## src/hw/rtl/mts_pkg.sv

```systemverilog
`default_nettype none
package mts_pkg;

  typedef logic [31:0] word_t;
  typedef logic [24:0] count_t;
  typedef logic [3:0]  phase_t;
  typedef logic [6:0]  pct_t;
  typedef logic [12:0] pct_acc_t;

  localparam phase_t PH_IDLE        = 4'd0;
  localparam phase_t PH_FILL_ADDR   = 4'd1;
  localparam phase_t PH_VERIFY_ADDR = 4'd2;
  localparam phase_t PH_FILL_A      = 4'd3;
  localparam phase_t PH_VERIFY_A    = 4'd4;
  localparam phase_t PH_FILL_B      = 4'd5;
  localparam phase_t PH_VERIFY_B    = 4'd6;
  localparam phase_t PH_DONE        = 4'd7;
  localparam phase_t PH_FAIL        = 4'd8;

  localparam logic OP_START   = 1'b0;
  localparam logic OP_ADVANCE = 1'b1;

  localparam logic CFG_BASE_ADDRESS = 1'b0;
  localparam logic CFG_WORD_COUNT   = 1'b1;

  localparam word_t PAT_A = 32'h5555_5555;
  localparam word_t PAT_B = 32'hAAAA_AAAA;

  localparam int unsigned PCT_SCALE   = 1000;
  localparam int unsigned PCT_FULL    = 100;
  localparam int unsigned DIV_BITS    = 10;
  localparam int unsigned DIV_CNT_W   = $clog2(DIV_BITS);
  localparam int unsigned NUM_W       = 35;
  localparam int unsigned RECIP_60    = 17477;
  localparam int unsigned RECIP_SHIFT = 20;
  localparam int unsigned PROD_W      = 28;

  typedef logic [DIV_BITS-1:0]  quo_t;
  typedef logic [DIV_CNT_W-1:0] div_cnt_t;
  typedef logic [NUM_W-1:0]     num_t;
  typedef logic [PROD_W-1:0]    prod_t;

  typedef enum logic [2:0] {
    COND_ALWAYS,
    COND_IN_VALID,
    COND_NO_DIV,
    COND_DIV_LAST,
    COND_OUT_FREE
  } ucond_t;

  typedef logic [2:0] upc_t;

  localparam upc_t UA_FETCH  = 3'd0;
  localparam upc_t UA_SETUP  = 3'd1;
  localparam upc_t UA_DIVIDE = 3'd2;
  localparam upc_t UA_SCALE  = 3'd3;
  localparam upc_t UA_EMIT   = 3'd4;

  typedef struct packed {
    logic   take_item;
    logic   div_load;
    logic   div_step;
    logic   scale;
    logic   emit;
    ucond_t cond;
    logic   hold;
    upc_t   target;
  } uword_t;

  function automatic uword_t ucode_rom(upc_t addr);
    uword_t w;
    w = '{take_item: 1'b0, div_load: 1'b0, div_step: 1'b0, scale: 1'b0, emit: 1'b0,
          cond: COND_ALWAYS, hold: 1'b0, target: UA_FETCH};
    case (addr)
      UA_FETCH: begin
        w.take_item = 1'b1;
        w.cond      = COND_IN_VALID;
        w.hold      = 1'b1;
        w.target    = UA_SETUP;
      end
      UA_SETUP: begin
        w.div_load = 1'b1;
        w.cond     = COND_NO_DIV;
        w.target   = UA_EMIT;
      end
      UA_DIVIDE: begin
        w.div_step = 1'b1;
        w.cond     = COND_DIV_LAST;
        w.hold     = 1'b1;
        w.target   = UA_SCALE;
      end
      UA_SCALE: begin
        w.scale  = 1'b1;
        w.cond   = COND_ALWAYS;
        w.target = UA_EMIT;
      end
      UA_EMIT: begin
        w.emit   = 1'b1;
        w.cond   = COND_OUT_FREE;
        w.hold   = 1'b1;
        w.target = UA_FETCH;
      end
      default: begin
        w.cond   = COND_ALWAYS;
        w.target = UA_FETCH;
      end
    endcase
    return w;
  endfunction

  function automatic pct_acc_t phase_base(phase_t ph);
    pct_acc_t b;
    case (ph)
      PH_FILL_ADDR:   b = 13'd0;
      PH_VERIFY_ADDR: b = 13'd1000;
      PH_FILL_A:      b = 13'd2000;
      PH_VERIFY_A:    b = 13'd3000;
      PH_FILL_B:      b = 13'd4000;
      PH_VERIFY_B:    b = 13'd5000;
      default:        b = 13'd0;
    endcase
    return b;
  endfunction

endpackage
`default_nettype wire

```

## src/hw/rtl/mts_in_if.sv

```systemverilog
`default_nettype none
interface mts_in_if
  import mts_pkg::*;
();
  logic  valid;
  logic  ready;
  logic  opcode;
  word_t read_data;

  modport source (output valid, output opcode, output read_data, input ready);
  modport sink   (input valid, input opcode, input read_data, output ready);
endinterface
`default_nettype wire

```

## src/hw/rtl/mts_out_if.sv

```systemverilog
`default_nettype none
interface mts_out_if
  import mts_pkg::*;
();
  logic   valid;
  logic   ready;
  phase_t phase;
  logic   write_enable;
  word_t  write_address;
  word_t  write_data;
  word_t  next_address;
  logic   next_is_verify;
  word_t  fail_address;
  word_t  fail_got;
  word_t  fail_expected;
  pct_t   progress_percent;

  modport source (
    output valid, output phase, output write_enable, output write_address,
    output write_data, output next_address, output next_is_verify,
    output fail_address, output fail_got, output fail_expected,
    output progress_percent, input ready
  );
  modport sink (
    input valid, input phase, input write_enable, input write_address,
    input write_data, input next_address, input next_is_verify,
    input fail_address, input fail_got, input fail_expected,
    input progress_percent, output ready
  );
endinterface
`default_nettype wire

```

## src/hw/rtl/memory_test_sequencer_core.sv

```systemverilog
// Microcode steps per item: fetch (holds until an item is valid), setup, then, when a
// progress division is needed, 10 steps of the bit-serial progress divider and scale;
// otherwise setup jumps straight to emit. Emit holds until the output is free.
// A new item is taken only after the last result is emitted, even while that result waits.
// Reset (synchronous, rst_n low): phase idle, position and captured failure cleared,
// base address and word count zero, microcode back at fetch, no result pending.
`default_nettype none
module memory_test_sequencer_core
  import mts_pkg::*;
#(
  parameter int unsigned MAX_WORDS = 16777216
) (
  input  wire        clk,
  input  wire        rst_n,
  input  wire        cfg_we,
  input  wire        cfg_index,
  input  wire [31:0] cfg_wdata,
  mts_in_if.sink     in_item,
  mts_out_if.source  out_item
);

  word_t    base_r;
  count_t   count_r;
  phase_t   phase_r;
  count_t   pos_r;
  word_t    fail_addr_r;
  word_t    fail_got_r;
  word_t    fail_exp_r;
  logic     wr_en_r;
  word_t    wr_addr_r;
  word_t    wr_data_r;
  upc_t     upc_r;
  num_t     rem_r;
  num_t     den_r;
  quo_t     quo_r;
  div_cnt_t cnt_r;
  prod_t    prod_r;

  logic     out_valid_r;
  phase_t   out_phase_r;
  logic     out_we_r;
  word_t    out_wa_r;
  word_t    out_wd_r;
  word_t    out_next_r;
  logic     out_verify_r;
  word_t    out_fa_r;
  word_t    out_fg_r;
  word_t    out_fe_r;
  pct_t     out_pct_r;

  phase_t   phase_nxt;
  count_t   pos_nxt;
  word_t    fail_addr_nxt;
  word_t    fail_got_nxt;
  word_t    fail_exp_nxt;
  logic     wr_en_nxt;
  word_t    wr_addr_nxt;
  word_t    wr_data_nxt;
  upc_t     upc_nxt;

  uword_t   uw;
  logic     jump;
  logic     busy;
  logic     no_div;
  logic     last_word;
  logic     fire;
  count_t   n_eff;
  count_t   pos_clamp;
  logic [25:0] pos_inc;
  word_t    addr_cur;
  word_t    exp_cur;
  num_t     num;
  pct_acc_t pct_acc;
  pct_t     pct;

  assign uw   = ucode_rom(upc_r);
  assign fire = uw.take_item && in_item.valid;

  assign busy  = (phase_r >= PH_FILL_ADDR) && (phase_r <= PH_VERIFY_B);
  assign n_eff = ({6'b0, count_r} > 31'(MAX_WORDS)) ? 25'(MAX_WORDS) : count_r;
  assign no_div = !busy || (n_eff == '0);

  assign addr_cur  = {base_r[31:2], 2'b00} + {5'b0, pos_r, 2'b00};
  assign pos_inc   = {1'b0, pos_r} + 26'd1;
  assign last_word = pos_inc >= {1'b0, n_eff};

  always_comb begin
    if (phase_r <= PH_VERIFY_ADDR) begin
      exp_cur = addr_cur;
    end else if (phase_r <= PH_VERIFY_A) begin
      exp_cur = PAT_A;
    end else begin
      exp_cur = PAT_B;
    end
  end

  assign pos_clamp = (pos_r > n_eff) ? n_eff : pos_r;
  assign num       = NUM_W'(pos_clamp) * NUM_W'(PCT_SCALE);
  assign pct_acc   = phase_base(phase_r) + pct_acc_t'(quo_r);

  always_comb begin
    if (phase_r == PH_IDLE) begin
      pct = '0;
    end else if (!busy) begin
      pct = 7'(PCT_FULL);
    end else if (n_eff == '0) begin
      pct = '0;
    end else begin
      pct = prod_r[RECIP_SHIFT +: 7];
    end
  end

  always_comb begin
    phase_nxt     = phase_r;
    pos_nxt       = pos_r;
    fail_addr_nxt = fail_addr_r;
    fail_got_nxt  = fail_got_r;
    fail_exp_nxt  = fail_exp_r;
    wr_en_nxt     = 1'b0;
    wr_addr_nxt   = '0;
    wr_data_nxt   = '0;
    if (in_item.opcode == OP_START) begin
      if (!busy) begin
        pos_nxt       = '0;
        fail_addr_nxt = '0;
        fail_got_nxt  = '0;
        fail_exp_nxt  = '0;
        phase_nxt     = (count_r == '0) ? PH_FAIL : PH_FILL_ADDR;
      end
    end else if (busy) begin
      if (phase_r[0]) begin
        wr_en_nxt   = 1'b1;
        wr_addr_nxt = addr_cur;
        wr_data_nxt = exp_cur;
      end
      if (!phase_r[0] && (in_item.read_data != exp_cur)) begin
        fail_addr_nxt = addr_cur;
        fail_got_nxt  = in_item.read_data;
        fail_exp_nxt  = exp_cur;
        phase_nxt     = PH_FAIL;
      end else if (last_word) begin
        pos_nxt   = '0;
        phase_nxt = phase_r + 4'd1;
      end else begin
        pos_nxt = pos_inc[24:0];
      end
    end
  end

  always_comb begin
    case (uw.cond)
      COND_ALWAYS:   jump = 1'b1;
      COND_IN_VALID: jump = in_item.valid;
      COND_NO_DIV:   jump = no_div;
      COND_DIV_LAST: jump = (cnt_r == '0);
      COND_OUT_FREE: jump = !out_valid_r || out_item.ready;
      default:       jump = 1'b0;
    endcase
    if (jump) begin
      upc_nxt = uw.target;
    end else if (uw.hold) begin
      upc_nxt = upc_r;
    end else begin
      upc_nxt = upc_r + 3'd1;
    end
  end

  always_ff @(posedge clk) begin
    if (!rst_n) begin
      base_r      <= '0;
      count_r     <= '0;
      phase_r     <= PH_IDLE;
      pos_r       <= '0;
      fail_addr_r <= '0;
      fail_got_r  <= '0;
      fail_exp_r  <= '0;
      upc_r       <= UA_FETCH;
      out_valid_r <= 1'b0;
    end else begin
      upc_r <= upc_nxt;
      if (cfg_we) begin
        case (cfg_index)
          CFG_BASE_ADDRESS: base_r  <= cfg_wdata;
          CFG_WORD_COUNT:   count_r <= cfg_wdata[24:0];
          default:          base_r  <= base_r;
        endcase
      end
      if (fire) begin
        phase_r     <= phase_nxt;
        pos_r       <= pos_nxt;
        fail_addr_r <= fail_addr_nxt;
        fail_got_r  <= fail_got_nxt;
        fail_exp_r  <= fail_exp_nxt;
      end
      if (uw.emit && (!out_valid_r || out_item.ready)) begin
        out_valid_r <= 1'b1;
      end else if (out_item.ready) begin
        out_valid_r <= 1'b0;
      end
    end
  end

  always_ff @(posedge clk) begin
    if (fire) begin
      wr_en_r   <= wr_en_nxt;
      wr_addr_r <= wr_addr_nxt;
      wr_data_r <= wr_data_nxt;
    end
    if (uw.div_load) begin
      rem_r <= num;
      den_r <= NUM_W'(n_eff) << (DIV_BITS - 1);
      quo_r <= '0;
      cnt_r <= DIV_CNT_W'(DIV_BITS - 1);
    end else if (uw.div_step) begin
      if (rem_r >= den_r) begin
        rem_r <= rem_r - den_r;
        quo_r <= {quo_r[DIV_BITS-2:0], 1'b1};
      end else begin
        quo_r <= {quo_r[DIV_BITS-2:0], 1'b0};
      end
      den_r <= den_r >> 1;
      cnt_r <= cnt_r - DIV_CNT_W'(1);
    end
    if (uw.scale) begin
      prod_r <= PROD_W'(pct_acc) * PROD_W'(RECIP_60);
    end
    if (uw.emit && (!out_valid_r || out_item.ready)) begin
      out_phase_r  <= phase_r;
      out_we_r     <= wr_en_r;
      out_wa_r     <= wr_addr_r;
      out_wd_r     <= wr_data_r;
      out_next_r   <= busy ? addr_cur : '0;
      out_verify_r <= busy && !phase_r[0];
      out_fa_r     <= fail_addr_r;
      out_fg_r     <= fail_got_r;
      out_fe_r     <= fail_exp_r;
      out_pct_r    <= pct;
    end
  end

  assign in_item.ready            = uw.take_item;
  assign out_item.valid           = out_valid_r;
  assign out_item.phase           = out_phase_r;
  assign out_item.write_enable    = out_we_r;
  assign out_item.write_address   = out_wa_r;
  assign out_item.write_data      = out_wd_r;
  assign out_item.next_address    = out_next_r;
  assign out_item.next_is_verify  = out_verify_r;
  assign out_item.fail_address    = out_fa_r;
  assign out_item.fail_got        = out_fg_r;
  assign out_item.fail_expected   = out_fe_r;
  assign out_item.progress_percent = out_pct_r;

endmodule
`default_nettype wire
```

## src/flat_wrapper.sv

```systemverilog
// flat-port wrapper written by rule: the top's interface ports become plain ports
module memory_test_sequencer_core_flat import mts_pkg::*;
#(
  parameter int unsigned MAX_WORDS = 16777216
)
  (clk, rst_n, cfg_we, cfg_index, cfg_wdata, in_item_valid, in_item_opcode, in_item_read_data, in_item_ready, out_item_valid, out_item_phase, out_item_write_enable, out_item_write_address, out_item_write_data, out_item_next_address, out_item_next_is_verify, out_item_fail_address, out_item_fail_got, out_item_fail_expected, out_item_progress_percent, out_item_ready);
  mts_in_if in_item_i ();
  mts_out_if out_item_i ();
  input  wire clk;
  input  wire rst_n;
  input  wire cfg_we;
  input  wire cfg_index;
  input  wire [31:0] cfg_wdata;
  input wire logic [$bits(in_item_i.valid)-1:0] in_item_valid;
  input wire logic [$bits(in_item_i.opcode)-1:0] in_item_opcode;
  input wire logic [$bits(in_item_i.read_data)-1:0] in_item_read_data;
  output wire logic [$bits(in_item_i.ready)-1:0] in_item_ready;
  output wire logic [$bits(out_item_i.valid)-1:0] out_item_valid;
  output wire logic [$bits(out_item_i.phase)-1:0] out_item_phase;
  output wire logic [$bits(out_item_i.write_enable)-1:0] out_item_write_enable;
  output wire logic [$bits(out_item_i.write_address)-1:0] out_item_write_address;
  output wire logic [$bits(out_item_i.write_data)-1:0] out_item_write_data;
  output wire logic [$bits(out_item_i.next_address)-1:0] out_item_next_address;
  output wire logic [$bits(out_item_i.next_is_verify)-1:0] out_item_next_is_verify;
  output wire logic [$bits(out_item_i.fail_address)-1:0] out_item_fail_address;
  output wire logic [$bits(out_item_i.fail_got)-1:0] out_item_fail_got;
  output wire logic [$bits(out_item_i.fail_expected)-1:0] out_item_fail_expected;
  output wire logic [$bits(out_item_i.progress_percent)-1:0] out_item_progress_percent;
  input wire logic [$bits(out_item_i.ready)-1:0] out_item_ready;
  assign in_item_i.valid = in_item_valid;
  assign in_item_i.opcode = in_item_opcode;
  assign in_item_i.read_data = in_item_read_data;
  assign in_item_ready = in_item_i.ready;
  assign out_item_valid = out_item_i.valid;
  assign out_item_phase = out_item_i.phase;
  assign out_item_write_enable = out_item_i.write_enable;
  assign out_item_write_address = out_item_i.write_address;
  assign out_item_write_data = out_item_i.write_data;
  assign out_item_next_address = out_item_i.next_address;
  assign out_item_next_is_verify = out_item_i.next_is_verify;
  assign out_item_fail_address = out_item_i.fail_address;
  assign out_item_fail_got = out_item_i.fail_got;
  assign out_item_fail_expected = out_item_i.fail_expected;
  assign out_item_progress_percent = out_item_i.progress_percent;
  assign out_item_i.ready = out_item_ready;
  memory_test_sequencer_core #(.MAX_WORDS(MAX_WORDS)) u_core (.clk(clk), .rst_n(rst_n), .cfg_we(cfg_we), .cfg_index(cfg_index), .cfg_wdata(cfg_wdata), .in_item(in_item_i), .out_item(out_item_i));
endmodule
```

## config.mk

```make
export PLATFORM = sky130hd
export DESIGN_NAME = memory_test_sequencer_core_flat
export DESIGN_NICKNAME = d
export VERILOG_FILES = /design/src/hw/rtl/mts_pkg.sv /design/src/hw/rtl/mts_in_if.sv /design/src/hw/rtl/mts_out_if.sv /design/src/hw/rtl/memory_test_sequencer_core.sv /design/src/flat_wrapper.sv
export SDC_FILE = /design/constraint.sdc
export NUM_CORES = 1
export LEC_CHECK = 0
export BUFFER_PORTS_ARGS = -buffer_cell sky130_fd_sc_hd__buf_2
export CAP_MARGIN = 20
export CORE_ASPECT_RATIO = 1.75
export CORE_MARGIN = 3
export CORE_UTILIZATION = 66
export DETAILED_ROUTE_END_ITERATION = 8
export PLACE_DENSITY_LB_ADDON = 0.08
export SLEW_MARGIN = 0
export SYNTH_ARGS = -nofsm -noshare
export SYNTH_HDL_FRONTEND = slang
export SYNTH_SLANG_ARGS = --single-unit
```

## constraint.sdc

```tcl
create_clock -name clk -period 40.6 [get_ports clk]
set_clock_uncertainty 0.15 [all_clocks]
set_input_delay 8.12 -clock clk [delete_from_list [all_inputs] [get_ports clk]]
set_output_delay 8.12 -clock clk [all_outputs]
set_load 0.1 [all_outputs]
```

Word-level counts from Yosys, hierarchy flattened
Index checks and enable logic that the tools add are counted.

storage, ports and cells
  output and inout bits = 207
  input port bits = 71
  flip-flop bits (word level) = 566
  logic and storage cells = 148

cells by class
  bitwise operators = 2
  magnitude comparators = 8
  muxes and demuxes = 48
  add/sub/neg operators = 7
  reduce and logical (&&, ||, !) cells = 31
  eq/ne operators = 20
  multipliers = 2

operators with widths
  operator                                                count
  two-way mux 32 bit                                      12
  two-way mux 25 bit                                      7
  two-way mux 35 bit                                      3
  two-way mux 34 bit                                      2
  one-hot mux 13 bit (5 select lines)                     1
  logical NOT 25 bit                                      2
  >= comparator 35 x 34 -> 1 bit                          1
  subtractor 35 x 34 -> 35 bit                            1
  adder 32 x 27 -> 32 bit                                 1
  multiplier 25 x 7 -> 32 bit (second input constant)     1
  inequality test 32 bit                                  1
  multiplier 13 x 15 -> 27 bit (second input constant)    1
  adder 25 x 1 -> 26 bit (second input constant)          1
  >= comparator 26 x 25 -> 1 bit                          1
  greater-than comparator 25 bit                          1
  greater-than comparator 25 bit (second input constant)  1
  two-way mux 4 bit                                       6
  two-way mux 7 bit                                       2
  adder 13 x 10 -> 13 bit                                 1
  equality test 3 x 2 -> 1 bit (second input constant)    4
  equality test 4 x 3 -> 1 bit (second input constant)    3
  one-hot mux 3 bit (4 select lines)                      1
  AND reduction 4 bit                                     3
  two-way mux 1 bit                                       10
  other kinds (26)                                        51

Logic depth before layout (Yosys ltp)
  depth after elaboration = 8
  gate-level depth with buffers = 39
  gate-level depth less buffers = 36

Least setup slack after synthesis
Ideal clock, no wire load.

  kind = in2reg
  from = input port out_item_ready
  to = register u_core.out_fa_r[10], in the netlist u_core.out_item.fail_address[10], enable pin
  setup time = 1.003 ns
  path buffers = 0
  required time = 39.447 ns
  cell stages on the path = 2
  arrival time = 21.566 ns
  slack = 17.880 ns
  cell sequence = nor2b_1 -> nor3_1

on the way
  word-level cells in the longest chain between the ends = 2

RTL lines
  item                  RTL line                           text
  start, declared       flat_wrapper.sv:29                 input wire logic [$bits(out_item_i.ready)-1:0] out_item_ready;
  logical OR 1 bit      memory_test_sequencer_core.sv:227  if (uw.emit && (!out_valid_r || out_item.ready)) begin
  logical AND 1 bit     memory_test_sequencer_core.sv:227
  end signal, assigned  memory_test_sequencer_core.sv:234  out_fa_r <= fail_addr_r;
  end, declared         memory_test_sequencer_core.sv:46   word_t out_fa_r;

No other way between the ends.
A chain may end at the register's enable or synchronous reset.

Worst setup path after layout
  from = input port in_item_read_data[8]
  to = register u_core.phase_r[0]

on the way
  word-level cells in the longest chain between the ends = 5
  elaborated cells between the ends (all ways) = 7
  those cells by class = 2 x eq/ne; 3 x mux; 2 x reduce/logical

RTL lines
  item                        RTL line                           text
  start, declared             flat_wrapper.sv:16                 input wire logic [$bits(in_item_i.read_data)-1:0] in_item_read_data;
  inequality test 32 bit (*)  memory_test_sequencer_core.sv:136  if (!phase_r[0] && (in_item.read_data != exp_cur)) begin
  logical AND 1 bit (*)       memory_test_sequencer_core.sv:136
  two-way mux 4 bit           memory_test_sequencer_core.sv:136
  two-way mux 4 bit           memory_test_sequencer_core.sv:130  end else if (busy) begin
  two-way mux 4 bit           memory_test_sequencer_core.sv:122  if (in_item.opcode == OP_START) begin
  end signal, assigned        memory_test_sequencer_core.sv:189  phase_r <= phase_nxt;
  end, declared               memory_test_sequencer_core.sv:24   phase_t phase_r;

Mark *: on every way between the ends. The rest lies on a longest branch, timed or not. The select of a mux whose other input is x is not followed.

==> load_flow_metrics.sql <==
INSERT INTO impl_metrics (metric_group, metric, value, unit) VALUES
('run_status', 'status', 'finished clean', ''),
('worst_setup_path', 'critical_path.max_fanout', '92', ''),
('sta', 'fin_tns_setup', '0', 'ps'),
('routing', 'detailedRoute.firstPassIterationCount', '5', ''),
('worst_setup_path', 'start_kind', 'input port', ''),
('min_path', 'hold_path_depth', '0', ''),
('clock_tree', 'clkSinkCount', '534', ''),
('routing', 'detailroute.via_count', '25900', ''),
('finish', 'area.growth.synth_to_final', '10.8', '%'),
('synth', 'most_area_hungry_cell_type_in_the_yosys_netlist', 'sky130_fd_sc_hd__edfxtp_1', ''),
('worst_setup_path', 'reg2reg_setup_slack', '29170', 'ps'),
('global_route', 'pin_count_of_the_biggest_net_entering_global_routing', '101', ''),
('clock_tree', 'htreeDepth', '2', ''),
('global_route', 'grt_pass1_wl', '143', 'mm'),
('global_route', 'use_met1', '0.386', ''),
('power', 'p_total', '2.06', 'mW'),
('worst_setup_path', 'critical_path_class', 'input port to register', ''),
('worst_setup_path', 'timing.critical_path.required', '40960', 'ps'),
('sta', 'timing.final.hold_violations', '0', ''),
('routing', 'wirelength', '92.5', 'mm'),
('worst_setup_path', 'timing.reg2reg.worst_path_depth', '37', ''),
('global_route', 'groute.usage.overall', '0.356', ''),
('global_route', 'grt_util_met3', '0.0394', ''),
('placed_design', 'routabilityCongestion', '0.965', ''),
('power', 'vdd_ir_drop_max', '0.0000531', 'V'),
('power', 'power.density_cell_area', '58.2', 'nW/um2'),
('die', 'io_pins', '278', ''),
('synth', 'synth.cell_area', '32000', 'um2'),
('die', 'dieHeight', '297', 'um'),
('flow_run', 'max-cap-violations', '0', ''),
('global_route', 'grt_antenna_before_repair', '9', ''),
('synth', 'synth-warning-count', '0', ''),
('worst_setup_path', 'crit-reg2reg-capture', 'u_core.rem_r[27]', ''),
('worst_setup_path', 'critical_r2r_launch', 'u_core.count_r[0]', ''),
('synth', 'netlist_top_cells_area', 'sky130_fd_sc_hd__edfxtp_1 (31%), sky130_fd_sc_hd__dfxtp_1 (13%), sky130_fd_sc_hd__ha_1 (10%), sky130_fd_sc_hd__fa_1 (6.9%), sky130_fd_sc_hd__a21oi_1 (4.7%)', ''),
('synth', 'synth.lib_cells_used.distinct', '95', ''),
('clock_tree', 'cts.reportedPaths.clkPinSlew', '60', 'ps'),
('clock_tree', 'postCtsSetupRepairBufs', '0', ''),
('sta', 'worst_slew_pin_slew', '1100', 'ps'),
('power', 'leakage', '14.9', 'nW'),
('synth', 'sequential_cell_area_fraction_in_the_yosys_report', '0.436', ''),
('global_route', 'grt.met2_usage', '0.629', ''),
('die', 'chipWidth', '172', 'um'),
('placed_design', 'post_detail_place_hpwl', '70.2', 'mm'),
('synth', 'netlist_instances', '3246', ''),
('placed_design', 'dp.cells', '4039', ''),
('synth', 'synth_edf_count', '326', ''),
('power', 'power_switching_share', '0.441', ''),
('clock_tree', 'cts-resized-gates', '0', ''),
('worst_setup_path', 'critical_path.startpoint', 'in_item_read_data[8]', ''),
('clock_tree', 'cts_hold_repair.buffers', '0', ''),
('worst_setup_path', 'cp-endpoint', 'u_core.phase_r[0]', ''),
('placed_design', 'io_buffer_count', '271', ''),
('clock_tree', 'cts_tree', 'done', ''),
('power', 'net-switching-power', '0.911', 'mW'),
('global_route', 'grt.overflow.total', '0', ''),
('die', 'die-area', '51300', 'um2'),
('finish', 'final_net_count', '3886', ''),
('sta', 'clock.fmax', '80.3', 'MHz'),
('clock_tree', 'cts_buffer_depth', '3', ''),
('power', 'total_internal_power', '1.15', 'mW'),
('routing', 'detail_route.wl_per_cell', '22.4', 'um'),
('synth', 'ys.flop_type', 'sky130_fd_sc_hd__edfxtp_1', ''),
('synth', 'yosysTopAreaCellShare', '0.306', ''),
('clock_tree', 'cts-buffers-inserted', '46', ''),
('finish', 'instances_no_fill', '4133', ''),
('global_route', 'first_global_vias', '26100', ''),
('die', 'num_rows', '106', ''),
('min_path', 'hp-class', 'register to register', ''),
('routing', 'vias_per_cell', '6.27', ''),
('power', 'combinationalPowerShare', '0.411', '');
-- worst min path at each step --
stage	endpoint	startpoint	slack [ps]
finish	u_core.out_item.write_address[18]	u_core.wr_addr_r[18]	270
global route	u_core.out_item.write_address[23]	u_core.wr_addr_r[23]	270
CTS	u_core.out_item.write_address[18]	u_core.wr_addr_r[18]	270
detailed placement	u_core.out_item.write_address[18]	u_core.wr_addr_r[18]	250
global placement	u_core.out_item.write_address[12]	u_core.wr_addr_r[12]	250
floorplan	u_core.out_item.fail_address[11]	u_core.fail_addr_r[11]	250
-- per-stage QoR --
| stage | worst slack (ps) | hold slack (ps) | cell area, um2 |
|---|---|---|---|
| floorplan | 17880 | 250 | 32000 |
| global route | 27870 | 271 | 35500 |
| CTS | 28280 | 266 | 35400 |
| global placement | 27940 | 252 | 33800 |
| finish | 28140 | 268 | 35500 |
| detailed placement | 27730 | 255 | 33800 |
-- placed cells by master, fill, tap and decap left out, drive strengths merged, types with 23 or more instances in the layout --
cell type  instances
buf              316
clkbuf            59
xnor2             66
nor2             192
o22ai             30
fa               110
nand2            334
a21o              61
edfxtp           326
and3              23
nor3              46
nand3            195
inv              247
a21oi            303
dfxtp            208
nor2b             24
xor2              62
and2              34
ha               263
or3               44
o21ai            149
nand2b            25
nand4             51
o21a              29
-- critical path, cell delays in order --
cell and delay (ps):
sky130_fd_sc_hd__buf_2 190, sky130_fd_sc_hd__nand4_1 120, sky130_fd_sc_hd__nor4_1 350, sky130_fd_sc_hd__o22ai_1 150, sky130_fd_sc_hd__a21o_1 170, sky130_fd_sc_hd__nor4_1 340
sky130_fd_sc_hd__nand4_1 130, sky130_fd_sc_hd__a2111oi_0 490, sky130_fd_sc_hd__nand4_1 170, sky130_fd_sc_hd__or4_1 660, sky130_fd_sc_hd__o31ai_4 220, sky130_fd_sc_hd__buf_4 350
sky130_fd_sc_hd__buf_4 760, sky130_fd_sc_hd__nand2b_1 240, sky130_fd_sc_hd__a21oi_1 230
-- final cells by class --
type	instances	area, um2	share of cell area
diodes	5	12.5	0.000353
multi-input cells	2299	16400	0.464
clock buffers	59	1260	0.0356
flip-flops and latches	534	14000	0.393
well taps	648	811	0.0229
clock inverters	27	354	0.00999
inverters	245	922	0.0260
repair buffers	316	1700	0.0478
-- synthesized netlist by cell type (all sizes together) (21+ instances only) --
cell type,count
nand2,334
edfxtp,326
a21oi,303
ha,263
inv,245
dfxtp,208
nand3,195
nor2,192
o21ai,149
clkbuf,118
fa,110
xnor2,66
xor2,62
a21o,61
buf,55
nand4,51
nor3,46
or3,44
and2,34
o22ai,30
o21a,29
nand2b,25
nor2b,24
and3,23
nor4,22
o211ai,21
-- registers in the layout, indices dropped and copies added, names as in the netlist, 32 cells and up --
| signal | count |
|---|---|
| u_core.fail_got_r | 32 |
| u_core.rem_r | 35 |
| u_core.fail_exp_r | 32 |
| u_core.den_r | 34 |
| u_core.out_item.fail_expected | 32 |
| u_core.out_item.fail_got | 32 |
| u_core.out_item.write_data | 32 |
| u_core.wr_data_r | 32 |
-- metal layers --
metal	part of all wire	wire, um
met3	0.062	5720
met2	0.51	47200
met1	0.33	30900
met5	0.00075	69
met4	0.093	8630
-- logic make-up after synthesis --
family,share of synthesized area
AOI/OAI and AO/OA,0.146
xor gates and xnor gates,0.0362
adders and majority gates,0.172
buffers and inverters,0.0520
DFF,0.436
muxes,0.00442
other,0.000117
and+or+nand+nor,0.154
-- power by group through the flow --
stage	clock [mW]	combinational, mW	sequential, mW
5_1_grt	0.492	0.898	0.753
3_5_place_dp	0	0.840	0.755
4_1_cts	0.474	0.844	0.744
3_3_place_gp	0	0.826	0.752
2_1_floorplan	0	0.371	1.05
6_report	0.471	0.849	0.744
Power figures use the tool's default switching activity.
